--- src/hdl/acfd_pkg.sv ---
// Shared constants, codes and types of the autocorrelation flip-delta evaluator.
package acfd_pkg;

	// sizes
	localparam int MAX_LEN    = 256;
	localparam int IDX_W      = $clog2(MAX_LEN);
	localparam int LEN_W      = IDX_W + 1;
	localparam int POS_W      = 8;
	localparam int SEQLEN_W   = 9;
	localparam int TARGET_W   = 10;
	localparam int CFG_DATA_W = 10;
	localparam int CORR_W     = 10;
	localparam int DELTA_W    = 4;
	localparam int COST_W     = 26;
	localparam int ALLOW_W    = 26;
	localparam int SUM_W      = 12;
	localparam int MAG_W      = 11;
	localparam int SQ_W       = 2 * MAG_W;
	localparam int IN_DATA_W  = 40;
	localparam int IN_USER_W  = 3;
	localparam int OUT_DATA_W = 56;

	localparam logic [COST_W-1:0] COST_MAX = {COST_W{1'b1}};
	localparam logic signed [CORR_W:0] CORR_HI = (CORR_W+1)'((1 << (CORR_W - 1)) - 1);
	localparam logic signed [CORR_W:0] CORR_LO = (CORR_W+1)'(-(1 << (CORR_W - 1)));

	// correlation change of a flip is FLIP_SCALE * s[p] * (a + b), a + b = 0 or +-2
	localparam int FLIP_SCALE = -2;
	localparam logic [DELTA_W-1:0] DELTA_NEG = DELTA_W'(2 * FLIP_SCALE);
	localparam logic [DELTA_W-1:0] DELTA_POS = DELTA_W'(-2 * FLIP_SCALE);

	// register indexes
	localparam logic [0:0] CFG_TARGET = 1'b0;
	localparam logic [0:0] CFG_LENGTH = 1'b1;

	// status codes
	localparam logic STAT_OK    = 1'b0;
	localparam logic STAT_RANGE = 1'b1;

	typedef enum logic [1:0] {
		REQ_WRITE   = 2'd0,
		REQ_REBUILD = 2'd1,
		REQ_FLIP    = 2'd2
	} req_t;

	typedef enum logic [3:0] {
		ST_IDLE,
		ST_FLIP_SP,
		ST_FLIP_SPW,
		ST_FLIP_RUN,
		ST_FLIP_DRAIN,
		ST_FLIP_DECIDE,
		ST_COMMIT_RUN,
		ST_COMMIT_DRAIN,
		ST_RB_CORR,
		ST_RB_STORE,
		ST_RB_CLEAR,
		ST_RB_COST_RUN,
		ST_RB_COST_DRAIN,
		ST_FINISH
	} state_t;

	// sequence element write
	typedef struct packed {
		logic             en;
		logic             sel;
		logic [IDX_W-1:0] addr;
		logic             val;
	} seq_wr_t;

	// correlation pair write
	typedef struct packed {
		logic              en;
		logic [IDX_W-1:0]  addr;
		logic [CORR_W-1:0] first;
		logic [CORR_W-1:0] second;
	} corr_wr_t;

	// flip delta write
	typedef struct packed {
		logic               en;
		logic [IDX_W-1:0]   addr;
		logic [DELTA_W-1:0] data;
	} delta_wr_t;

	// one cost term request
	typedef struct packed {
		logic               valid;
		logic [CORR_W-1:0]  ca;
		logic [CORR_W-1:0]  cb;
		logic [DELTA_W-1:0] d;
	} cost_in_t;

	// cost unit status
	typedef struct packed {
		logic              busy;
		logic [COST_W-1:0] acc;
	} cost_st_t;

endpackage

--- src/hdl/acfd_cost_unit.sv ---
// Shared cost pipeline: (|Ca+Cb+d| - target)^2 per shift, saturating sum.
module acfd_cost_unit
	import acfd_pkg::*;
(
	input  logic                clk,
	input  logic                arst_n,
	input  logic                clr,
	input  cost_in_t            cin,
	input  logic [TARGET_W-1:0] target,
	output cost_st_t            cst
);

	logic                    v1_q, v2_q, v3_q;
	logic signed [SUM_W-1:0] sum_s1;
	logic signed [SUM_W-1:0] gap_s2;
	logic [SQ_W-1:0]         sq_s3;
	logic [COST_W-1:0]       acc_q;
	logic signed [SUM_W-1:0] mag;
	logic signed [SUM_W-1:0] agap;
	logic [COST_W:0]         acc_sum;

	// valid flags and running sum
	always_ff @(posedge clk or negedge arst_n) begin
		if (!arst_n) begin
			v1_q  <= 1'b0;
			v2_q  <= 1'b0;
			v3_q  <= 1'b0;
			acc_q <= '0;
		end else begin
			v1_q <= cin.valid;
			v2_q <= v1_q;
			v3_q <= v2_q;
			if (clr) begin
				acc_q <= '0;
			end else if (v3_q) begin
				acc_q <= (acc_sum > (COST_W+1)'(COST_MAX)) ? COST_MAX : acc_sum[COST_W-1:0];
			end
		end
	end

	// stage arithmetic
	always_comb begin
		mag     = (sum_s1 < 0) ? -sum_s1 : sum_s1;
		agap    = (gap_s2 < 0) ? -gap_s2 : gap_s2;
		acc_sum = (COST_W+1)'(acc_q) + (COST_W+1)'(sq_s3);
	end

	always_ff @(posedge clk) begin
		sum_s1 <= SUM_W'($signed(cin.ca)) + SUM_W'($signed(cin.cb)) + SUM_W'($signed(cin.d));
		gap_s2 <= mag - $signed(SUM_W'(target));
		sq_s3  <= agap[MAG_W-1:0] * agap[MAG_W-1:0];
	end

	assign cst.busy = v1_q | v2_q | v3_q;
	assign cst.acc  = acc_q;

endmodule

--- config.mk ---
export PLATFORM = sky130hd
export DESIGN_NAME = acfd_cost_unit
export DESIGN_NICKNAME = d
export VERILOG_FILES = /design/src/hdl/acfd_pkg.sv /design/src/hdl/acfd_cost_unit.sv
export SDC_FILE = /design/constraint.sdc
export NUM_CORES = 1
export LEC_CHECK = 0
export BUFFER_PORTS_ARGS = -buffer_cell sky130_fd_sc_hd__buf_2
export CAP_MARGIN = 20
export CORE_UTILIZATION = 44
export CTS_CLUSTER_SIZE = 12
export DETAILED_ROUTE_END_ITERATION = 6
export SYNTH_ARGS = -nofsm -noshare
export SYNTH_HDL_FRONTEND = slang
export SYNTH_SLANG_ARGS = --single-unit
export TNS_END_PERCENT = 10
--- constraint.sdc ---
create_clock -name clk -period 15.07 [get_ports clk]
set_input_delay 1.507 -clock clk [delete_from_list [all_inputs] [get_ports clk]]
set_output_delay 1.507 -clock clk [all_outputs]
set_load 0.03 [all_outputs]
==> results_dict.tcl, run 1 <==
set metrics [dict create \
    end_kind "flop" \
    arrival_ns 7.28 \
    cts_tree "done" \
    wl_per_cell_um 13.54 \
    yosys_warnings 0 \
    synth-async-reset-ratio 0.3919 \
    fin_crit_sh 0.4652 \
    io_buffers 64 \
    hold_path_end "sq_s3[0]$_DFF_P_" \
    grt-ovfl-total 0 \
    grt_pass1_vias 5807 \
    min_from "gap_s2[0]$_DFF_P_" \
    cts.sinks 74 \
    setup_viol 0 \
    setup.worst_path.start "gap_s2[0]$_DFF_P_" \
    place_inst 1152 \
    synthTopCellsByCount "152 x inv_1, 94 x ha_1, 93 x nor2_1" \
    min_period_ns 7.010 \
    avgSynthCellArea_um2 8.900 \
    r2r-start "gap_s2[0]$_DFF_P_" \
    slowest_delay_ns 0.58 \
    cp_max_fo 13 \
    reg2reg_setup_slack_ns 8.06 \
    grt_first_pass_wirelength_um 26530 \
    synth_edf_count 0 \
    synthTopCellsByArea "fa_1 20%, ha_1 15%, dfxtp_1 12%" \
    num_antenna_cells 0 \
    syn_to_final_growth_pct 11.91 \
    status "complete, no violations" \
    synth_seq_cells 74 \
    grt_setup_unrepaired "no" \
    fin_nets 1146 \
    drc 0 \
    rows 48 \
    synthFlopType "dfxtp_1" \
    synth_top_area_cell "fa_1" \
    ioPinCount 65 \
    clock_path_buffers 2 \
    netlist_instances 875 \
    cts_inserted_buffers 9 \
    cp_top_family "adder cells" \
    max_freq_ghz 0.1427 \
    skew_ns 0.007383 \
    coreArea_mm2 0.01730 \
    reg2reg_depth 25 \
    required_ns 15.34 \
    cts-root-buf "clkbuf_16" \
    tightest_slew_ns 0.9676 \
    drv_cap 0 \
    slowest_stage "fa_1" \
    syn_area_mm2 0.007787 \
    slew_headroom 0.3365 \
    layout_setup_ws_ns 8.060 \
    synthMostInstantiatedCell "inv_1" \
    start_kind "flop" \
    vias 5920 \
    ys_seq_area_frac 0.2089 \
    crit_type "flop to flop" \
    grt_start_max_net_pins 30 \
    insertion_delay_ns 0.34 \
    place_ws_ns 8.048 \
    fin_tns_setup_ns 0 \
    yosysTopAreaCellShare 0.1954 \
    postRouteAntennaNets 0 \
    r2r_end "sq_s3[20]$_DFF_P_" \
    crit_buf_inv 5 \
    min_path_cells 0 \
    antenna_found_initial 0 \
    htree_levels 3 \
    cts_resized 0 \
    hold_buffers 0 \
    die_area_mm2 0.01823 \
    fin_cells 1168 \
    final_core_util 0.5038 \
    die_w_um 135.0 \
    postCtsSetupRepairBufs 0 \
    path_clk_slew_ns 0.06 \
    drt-vias-per-instance 5.068 \
    drtIter0Drc 211 \
    wirelength_um 15810 \
    grt.total_usage 0.1841 \
    drive_above_1_share 0.1082 \
    netlist-cell-type-count 66 \
    hold_viol 0 \
    drv_slew 0 \
    hpwl_um 13150 \
    hold_path_class "flop to flop" \
    fp.dieH_um 135.0 \
    start_util 0.4502 \
    gp_congestion 0.8975 \
    dr.pass1.iters 4 \
]
## worst reg2reg max path, stage by stage (launching register included)
cell	delay, ns
dfxtp_1	0.32
inv_1	0.34
ha_1	0.24
nand2_1	0.06
or2_2	0.31
o41ai_4	0.24
nand2_1	0.17
xnor2_2	0.38
nor2_1	0.16
fa_1	0.58
inv_1	0.05
fa_1	0.53
inv_1	0.06
fa_1	0.50
fa_1	0.54
inv_1	0.05
fa_1	0.52
inv_1	0.04
ha_1	0.35
a21o_1	0.18
a21o_1	0.16
a221o_2	0.43
a2111oi_2	0.31
o21bai_1	0.11
a21oi_1	0.17
xnor2_1	0.12
## layout by cell type, fill, tap and decap left out, types with 8 or more instances in the layout
master | synthesis | layout
inv_1 | 152 | 152
ha_1 | 94 | 94
nor2_1 | 93 | 93
fa_1 | 76 | 76
buf_2 | 4 | 64
nand2_1 | 56 | 56
xnor2_1 | 46 | 46
dfxtp_1 | 45 | 45
a21oi_1 | 36 | 36
dfrtp_1 | 29 | 29
o21ai_0 | 26 | 26
xor2_1 | 25 | 25
a211oi_1 | 23 | 23
a21o_1 | 16 | 16
nand3_1 | 14 | 14
nand2b_1 | 10 | 10
clkbuf_16 | 0 | 10
nor3_1 | 9 | 9
a21boi_0 | 9 | 9
o31ai_1 | 8 | 8
## logic make-up after synthesis
| group | after synthesis | share of synthesized area |
|---|---|---|
| xor gates and xnor gates | 72 | 0.08194 |
| and+or+nand+nor | 225 | 0.1322 |
| other | 1 | 0.0004815 |
| muxes | 2 | 0.002731 |
| AOI/OAI and AO/OA | 163 | 0.1457 |
| DFF | 74 | 0.2089 |
| adders and majority gates | 170 | 0.3464 |
| buffers and inverters | 168 | 0.08162 |
## layout make-up
cell class	instances	area (um2)
clock inverters	5	107.6
fillers	1691	8582
repair buffers	65	327.8
clock buffers	11	264.0
flip-flops and latches	74	1627
multi-input cells	634	5529
well taps	225	281.5
inverters	154	578.1
## worst max path at each step
stage	depth (start not counted)	slack, ns	to
floorplan	26	8.38	sq_s3[20]$_DFF_P_
global placement	25	8.12	sq_s3[20]$_DFF_P_
detailed placement	25	8.05	sq_s3[20]$_DFF_P_
CTS	25	8.03	sq_s3[20]$_DFF_P_
global route	25	7.57	sq_s3[20]$_DFF_P_
finish	25	8.06	sq_s3[20]$_DFF_P_
## stage by stage
stage / cell area (um2) / hold WS, ns
after floorplan: 7791 / 0.3476
after detailed placement: 8343 / 0.3603
final: 8715 / 0.3705
after global placement: 8343 / 0.3531
after global routing: 8715 / 0.3824
after CTS: 8715 / 0.3705
## registers in the layout, indices dropped and copies added (netlist names)
| signal | count |
|---|---|
| sq_s3 | 21 |
| gap_s2 | 12 |
| acc_q | 26 |
| sum_s1 | 12 |
| v1_q | 1 |
| v2_q | 1 |
| v3_q | 1 |
## metal layers
metal | up-vias | part of all wire | GRT usage
met1 | 2824 | 0.45 | 0.2265
met2 | 84 | 0.51 | 0.3333
li1 | 2999 | - | -
met4 | 0 | 0.011 | 0.04370
met3 | 13 | 0.030 | 0.03078
met5 | - | 0 | 0
Power of run 1 is not shown: default switching activity piles up to over one toggle a cycle in this logic, so the estimate is an artifact.
==> run 2: changes to the inputs <==
==> constraint.sdc (replaced) <==
create_clock -name clk -period 7.2 [get_ports clk]
set_input_delay 0.72 -clock clk [delete_from_list [all_inputs] [get_ports clk]]
set_output_delay 0.72 -clock clk [all_outputs]
set_load 0.03 [all_outputs]
==> run 2 against run 1 <==
  * Non-clock buffer count grew 8
  * Final cell count grew 0.68%
  * Maximum frequency grew 5.2%
  * Via count is 1.1% higher
  * Hold slack got worse by 0.0044 ns
  * Count of clock-buffer cells in the layout grew 1
  * Largest cell class unchanged
==> results_dict.tcl, run 2 (synthesis results as in run 1) <==
set metrics [dict create \
    cts.sinks 74 \
    io_buffers 64 \
    reg2reg_setup_slack_ns 0.54 \
    fin_crit_sh 0.9255 \
    drive_above_1_share 0.1146 \
    r2r-start "gap_s2[0]$_DFF_P_" \
    grt_start_max_net_pins 30 \
    vias 5988 \
    slowest_stage "fa_1" \
    fin_tns_setup_ns 0 \
    cp-endpoint "sq_s3[20]$_DFF_P_" \
    slew_headroom 0.3446 \
    coreArea_mm2 0.01730 \
    hold_buffers 0 \
    end_kind "flop" \
    insertion_delay_ns 0.33 \
    postRouteAntennaNets 0 \
    top_regs "acc_q: 26 flops, sq_s3: 21 flops" \
    skew_ns 0.01126 \
    final_cell_mix "152 x inv_1, 94 x ha_1, 93 x nor2_1" \
    hpwl_um 13320 \
    postCtsSetupRepairBufs 0 \
    hold_path_class "flop to flop" \
    cts_resized 0 \
    grt.total_usage 0.1861 \
    dr.pass1.iters 5 \
    htree_levels 3 \
    cts_inserted_buffers 9 \
    path_clk_slew_ns 0.06 \
    grt_setup_unrepaired "no" \
    gp_congestion 0.8504 \
    cts-root-buf "clkbuf_16" \
    wl_per_cell_um 13.61 \
    grt_pass1_vias 5850 \
    max_freq_ghz 0.1501 \
    min_period_ns 6.664 \
    fin_nets 1154 \
    r2r_end "sq_s3[20]$_DFF_P_" \
    drt-vias-per-instance 5.092 \
    antenna_found_initial 0 \
    setup.worst_path.start "gap_s2[0]$_DFF_P_" \
    crit_top_cell "inv_1" \
    ioPinCount 65 \
    rows 48 \
    cts_tree "done" \
    required_ns 7.46 \
    drtIter0Drc 271 \
    crit_type "flop to flop" \
    num_antenna_cells 0 \
    start_util 0.4502 \
    start_kind "flop" \
    arrival_ns 6.93 \
    grt-ovfl-total 0 \
    reg2reg_depth 26 \
    wirelength_um 16010 \
    crit_buf_inv 9 \
    cp_top_family "adder cells" \
    drv_cap 0 \
    hold_viol 0 \
    syn_to_final_growth_pct 11.95 \
    die_w_um 135.0 \
    crit_cells 26 \
    clock_path_buffers 2 \
    nFillCells 1700 \
    cp_max_fo 12 \
    regMostFlops "acc_q" \
    tightest_slew_ns 0.9832 \
    slowest_delay_ns 0.54 \
    die_area_mm2 0.01823 \
    grt_first_pass_wirelength_um 26940 \
    drv_slew 0 \
    layout_commonest_cell "inv_1" \
    fp.dieH_um 135.0 \
    setup_viol 0 \
    status "complete, no violations" \
    drc 0 \
    largest_reg_flops 26 \
]
[run 2: changes by cell type in the layout (fill, tap and decap cells not counted), sizes merged]
| cell | delta |
|---|---|
| buf | +8 |
| bufinv | -2 |
| clkbuf | +1 |
| clkinvlp | +1 |
[run 2: cell type report]
| type | count | area, um2 | area share |
|---|---|---|---|
| tap | 225 | 281.5 | 0.03229 |
| clock buffer | 12 | 267.8 | 0.03071 |
| sequential | 74 | 1627 | 0.1866 |
| inverter | 154 | 578.1 | 0.06630 |
| clock inverter | 4 | 47.55 | 0.005454 |
| timing repair buffer | 73 | 387.9 | 0.04449 |
| multi-input combinational | 634 | 5529 | 0.6342 |
[run 2: worst min-delay path by stage]
stage | from | to | slack (ns) | cells past startpoint
6_report | v1_q$_DFF_PN0_ | v2_q$_DFF_PN0_ | 0.37 | 0
3_5_place_dp | v1_q$_DFF_PN0_ | v2_q$_DFF_PN0_ | 0.36 | 0
5_1_grt | v1_q$_DFF_PN0_ | v2_q$_DFF_PN0_ | 0.38 | 0
3_3_place_gp | v1_q$_DFF_PN0_ | v2_q$_DFF_PN0_ | 0.35 | 0
4_1_cts | v1_q$_DFF_PN0_ | v2_q$_DFF_PN0_ | 0.37 | 0
2_1_floorplan | v2_q$_DFF_PN0_ | v3_q$_DFF_PN0_ | 0.35 | 0
[run 2: per-stage QoR]
step	hold WS [ns]	utilization	setup slack, ns	std cells	cell area (um2)
finish	0.3662	0.5041	0.5361	1176	8718
global route	0.3798	0.5041	0.1155	1176	8718
CTS	0.3651	0.5041	0.5103	1176	8718
detailed placement	0.3598	0.4858	0.5390	1160	8403
global placement	0.3550	0.4858	0.6383	1160	8403
floorplan	0.3476	-	0.5103	876	7791
[run 2: layer usage]
layer	vias to the layer above	share of wire	global-route usage
li1	3026	-	-
met1	2867	0.45	0.2352
met2	80	0.51	0.3322
met3	15	0.026	0.02853
met4	0	0.014	0.04245
met5	-	0	0
Power of run 2 is left out for the same reason.
==> run 3: changes to the inputs <==
--- a/config.mk
+++ b/config.mk
@@ -6,7 +6,6 @@
 export NUM_CORES = 1
 export LEC_CHECK = 0
 export BUFFER_PORTS_ARGS = -buffer_cell sky130_fd_sc_hd__buf_2
-export CAP_MARGIN = 20
 export CORE_UTILIZATION = 44
 export CTS_CLUSTER_SIZE = 12
 export DETAILED_ROUTE_END_ITERATION = 6
==> constraint.sdc (replaced) <==
create_clock -name clk -period 6.2 [get_ports clk]
set_input_delay 0.62 -clock clk [delete_from_list [all_inputs] [get_ports clk]]
set_output_delay 0.62 -clock clk [all_outputs]
set_load 0.03 [all_outputs]
==> run 3 against run 2 <==
  * Count of clock-buffer cells in the layout unchanged
  * Routed wire length is 2.1% lower
  * Sequential cell count unchanged
  * Design area up 4.6%
  * Maximum frequency rose by 8.8%
  * Sequential share of layout area down 0.81 points
  * Via count increased by 0.87%
  * Non-clock buffer count increased by 29
  * First-iteration DRC count decreased by 8.5%
  * Critical path depth fell by 1
  * Global-route usage is 0.47 points higher
  * Critical endpoint unchanged
==> results_dict.tcl, run 3 (synthesis results as in run 1) <==
set metrics [dict create \
    required_ns 6.48 \
    grt_start_max_net_pins 30 \
    die_area_mm2 0.01823 \
    cts_tree "done" \
    hpwl_um 13000 \
    vias 6040 \
    slew_headroom 0.4550 \
    postRouteAntennaNets 0 \
    grt.met3_usage 0.03003 \
    cts_inserted_buffers 9 \
    cp_max_fo 5 \
    ioPinCount 65 \
    tightest_slew_ns 0.8101 \
    fp.dieH_um 135.0 \
    crit_type "flop to flop" \
    cp_top_family "adder cells" \
    met2_usage 0.3333 \
    crit_top_cell "fa_1" \
    status "complete, no violations" \
    fin_crit_sh 0.9874 \
    slowest_delay_ns 0.55 \
    wl_per_cell_um 13.00 \
    layout_setup_ws_ns 0.07785 \
    fin_tns_setup_ns 0 \
    final_core_util 0.5273 \
    insertion_delay_ns 0.35 \
    path_clk_slew_ns 0.06 \
    gp_congestion 0.8179 \
    grt_setup_unrepaired "yes" \
    start_util 0.4502 \
    final_cell_mix "148 x inv_1, 88 x ha_1, 87 x nor2_1" \
    cts.sinks 74 \
    layout_commonest_cell "inv_1" \
    top_regs "acc_q: 26 flops, sq_s3: 21 flops" \
    crit_buf_inv 6 \
    htree_levels 3 \
    drt-vias-per-instance 5.012 \
    dr.pass1.iters 4 \
    arrival_ns 6.40 \
    reg2reg_setup_slack_ns 0.08 \
    cts-root-buf "clkbuf_16" \
    grt_pass1_vias 6218 \
    coreArea_mm2 0.01730 \
    hold_viol 0 \
    fin_area_mm2 0.009120 \
    syn_to_final_growth_pct 17.11 \
    largest_reg_flops 26 \
    grtUsageMet1 0.2412 \
    place_area_mm2 0.008640 \
    drv_slew 0 \
    clock_path_buffers 2 \
    place_ws_ns -0.07584 \
    drc 0 \
    grt.total_usage 0.1908 \
    wirelength_um 15670 \
    seq_area_mm2 0.001628 \
    slowest_stage "fa_1" \
    drv_cap 0 \
    start_kind "flop" \
    max_freq_ghz 0.1633 \
    drtIter0Drc 248 \
    hold_path_class "input port to async pin" \
    grt-ovfl-total 0 \
    skew_ns 0.01223 \
    multi_input_area_mm2 0.005693 \
    rows 48 \
    grt_most_used_layer "met2" \
    setup_viol 0 \
    end_kind "flop" \
    antenna_found_initial 0 \
    regMostFlops "acc_q" \
    die_w_um 135.0 \
    drive_above_1_share 0.1724 \
    num_antenna_cells 0 \
    io_buffers 64 \
    fin_nets 1183 \
    min_period_ns 6.122 \
    nFillCells 1606 \
    grt_first_pass_wirelength_um 27920 \
]
[run 3: per-layer routing]
metal / routed length, um / vias to the layer above
li1: - / 3091
met1: 7417 / 2845
met2: 7535 / 81
met3: 458 / 23
met4: 258 / 0
met5: 0 / -
[run 3: through the flow]
stage	hold WS [ns]	cells
finish	0.2928	1205
global route	0.3585	1205
CTS	0.3087	1201
detailed placement	0.3726	1184
global placement	0.3667	1184
floorplan	0.3244	876
[run 3: cell type report]
| type | instances | area share |
|---|---|---|
| clock buffers | 12 | 0.02812 |
| clock inverters | 4 | 0.008094 |
| inverters | 154 | 0.06338 |
| multi-input cells | 634 | 0.6242 |
| flip-flops and latches | 74 | 0.1785 |
| well taps | 225 | 0.03087 |
| repair buffers | 102 | 0.06681 |
[run 3: worst paths after layout]
kind,end,cells past startpoint,from
worst max-delay path,sq_s3[20]$_DFF_P_,25,gap_s2[0]$_DFF_P_
worst min-delay path,acc_q[4]$_DFFE_PN0P_,1,arst_n
worst max register to register,sq_s3[20]$_DFF_P_,25,gap_s2[0]$_DFF_P_
worst min register to register,v2_q$_DFF_PN0_,0,v1_q$_DFF_PN0_
max in group asynchronous,acc_q[19]$_DFFE_PN0P_,1,arst_n
min in group clk,v1_q$_DFF_PN0_,1,cin[24]
[run 3: what timing repair did]
item	4_1_cts	5_1_grt
pin swaps	3	23
buffers inserted	1	4
resized for setup	2	26
endpoints found under the setup margin	2	5
hold buffers	0	0
[run 3: worst reg2reg max path, stage by stage, from the launching register on]
cell and delay (ns):
dfxtp_2 0.32, inv_2 0.08, ha_4 0.13, nand2_1 0.06, or2_4 0.25, o41ai_4 0.39, buf_4 0.20, xor2_4 0.20
nor2_2 0.08, fa_1 0.55, inv_1 0.06, fa_1 0.53, inv_1 0.05, fa_1 0.45, fa_1 0.49, inv_1 0.05
fa_1 0.49, inv_2 0.05, ha_4 0.23, a21o_1 0.16, a21o_1 0.17, a221o_2 0.39, a2111oi_4 0.29, o21bai_1 0.11
a21oi_1 0.17, xnor2_1 0.13
Power of run 3 is left out for the same reason.
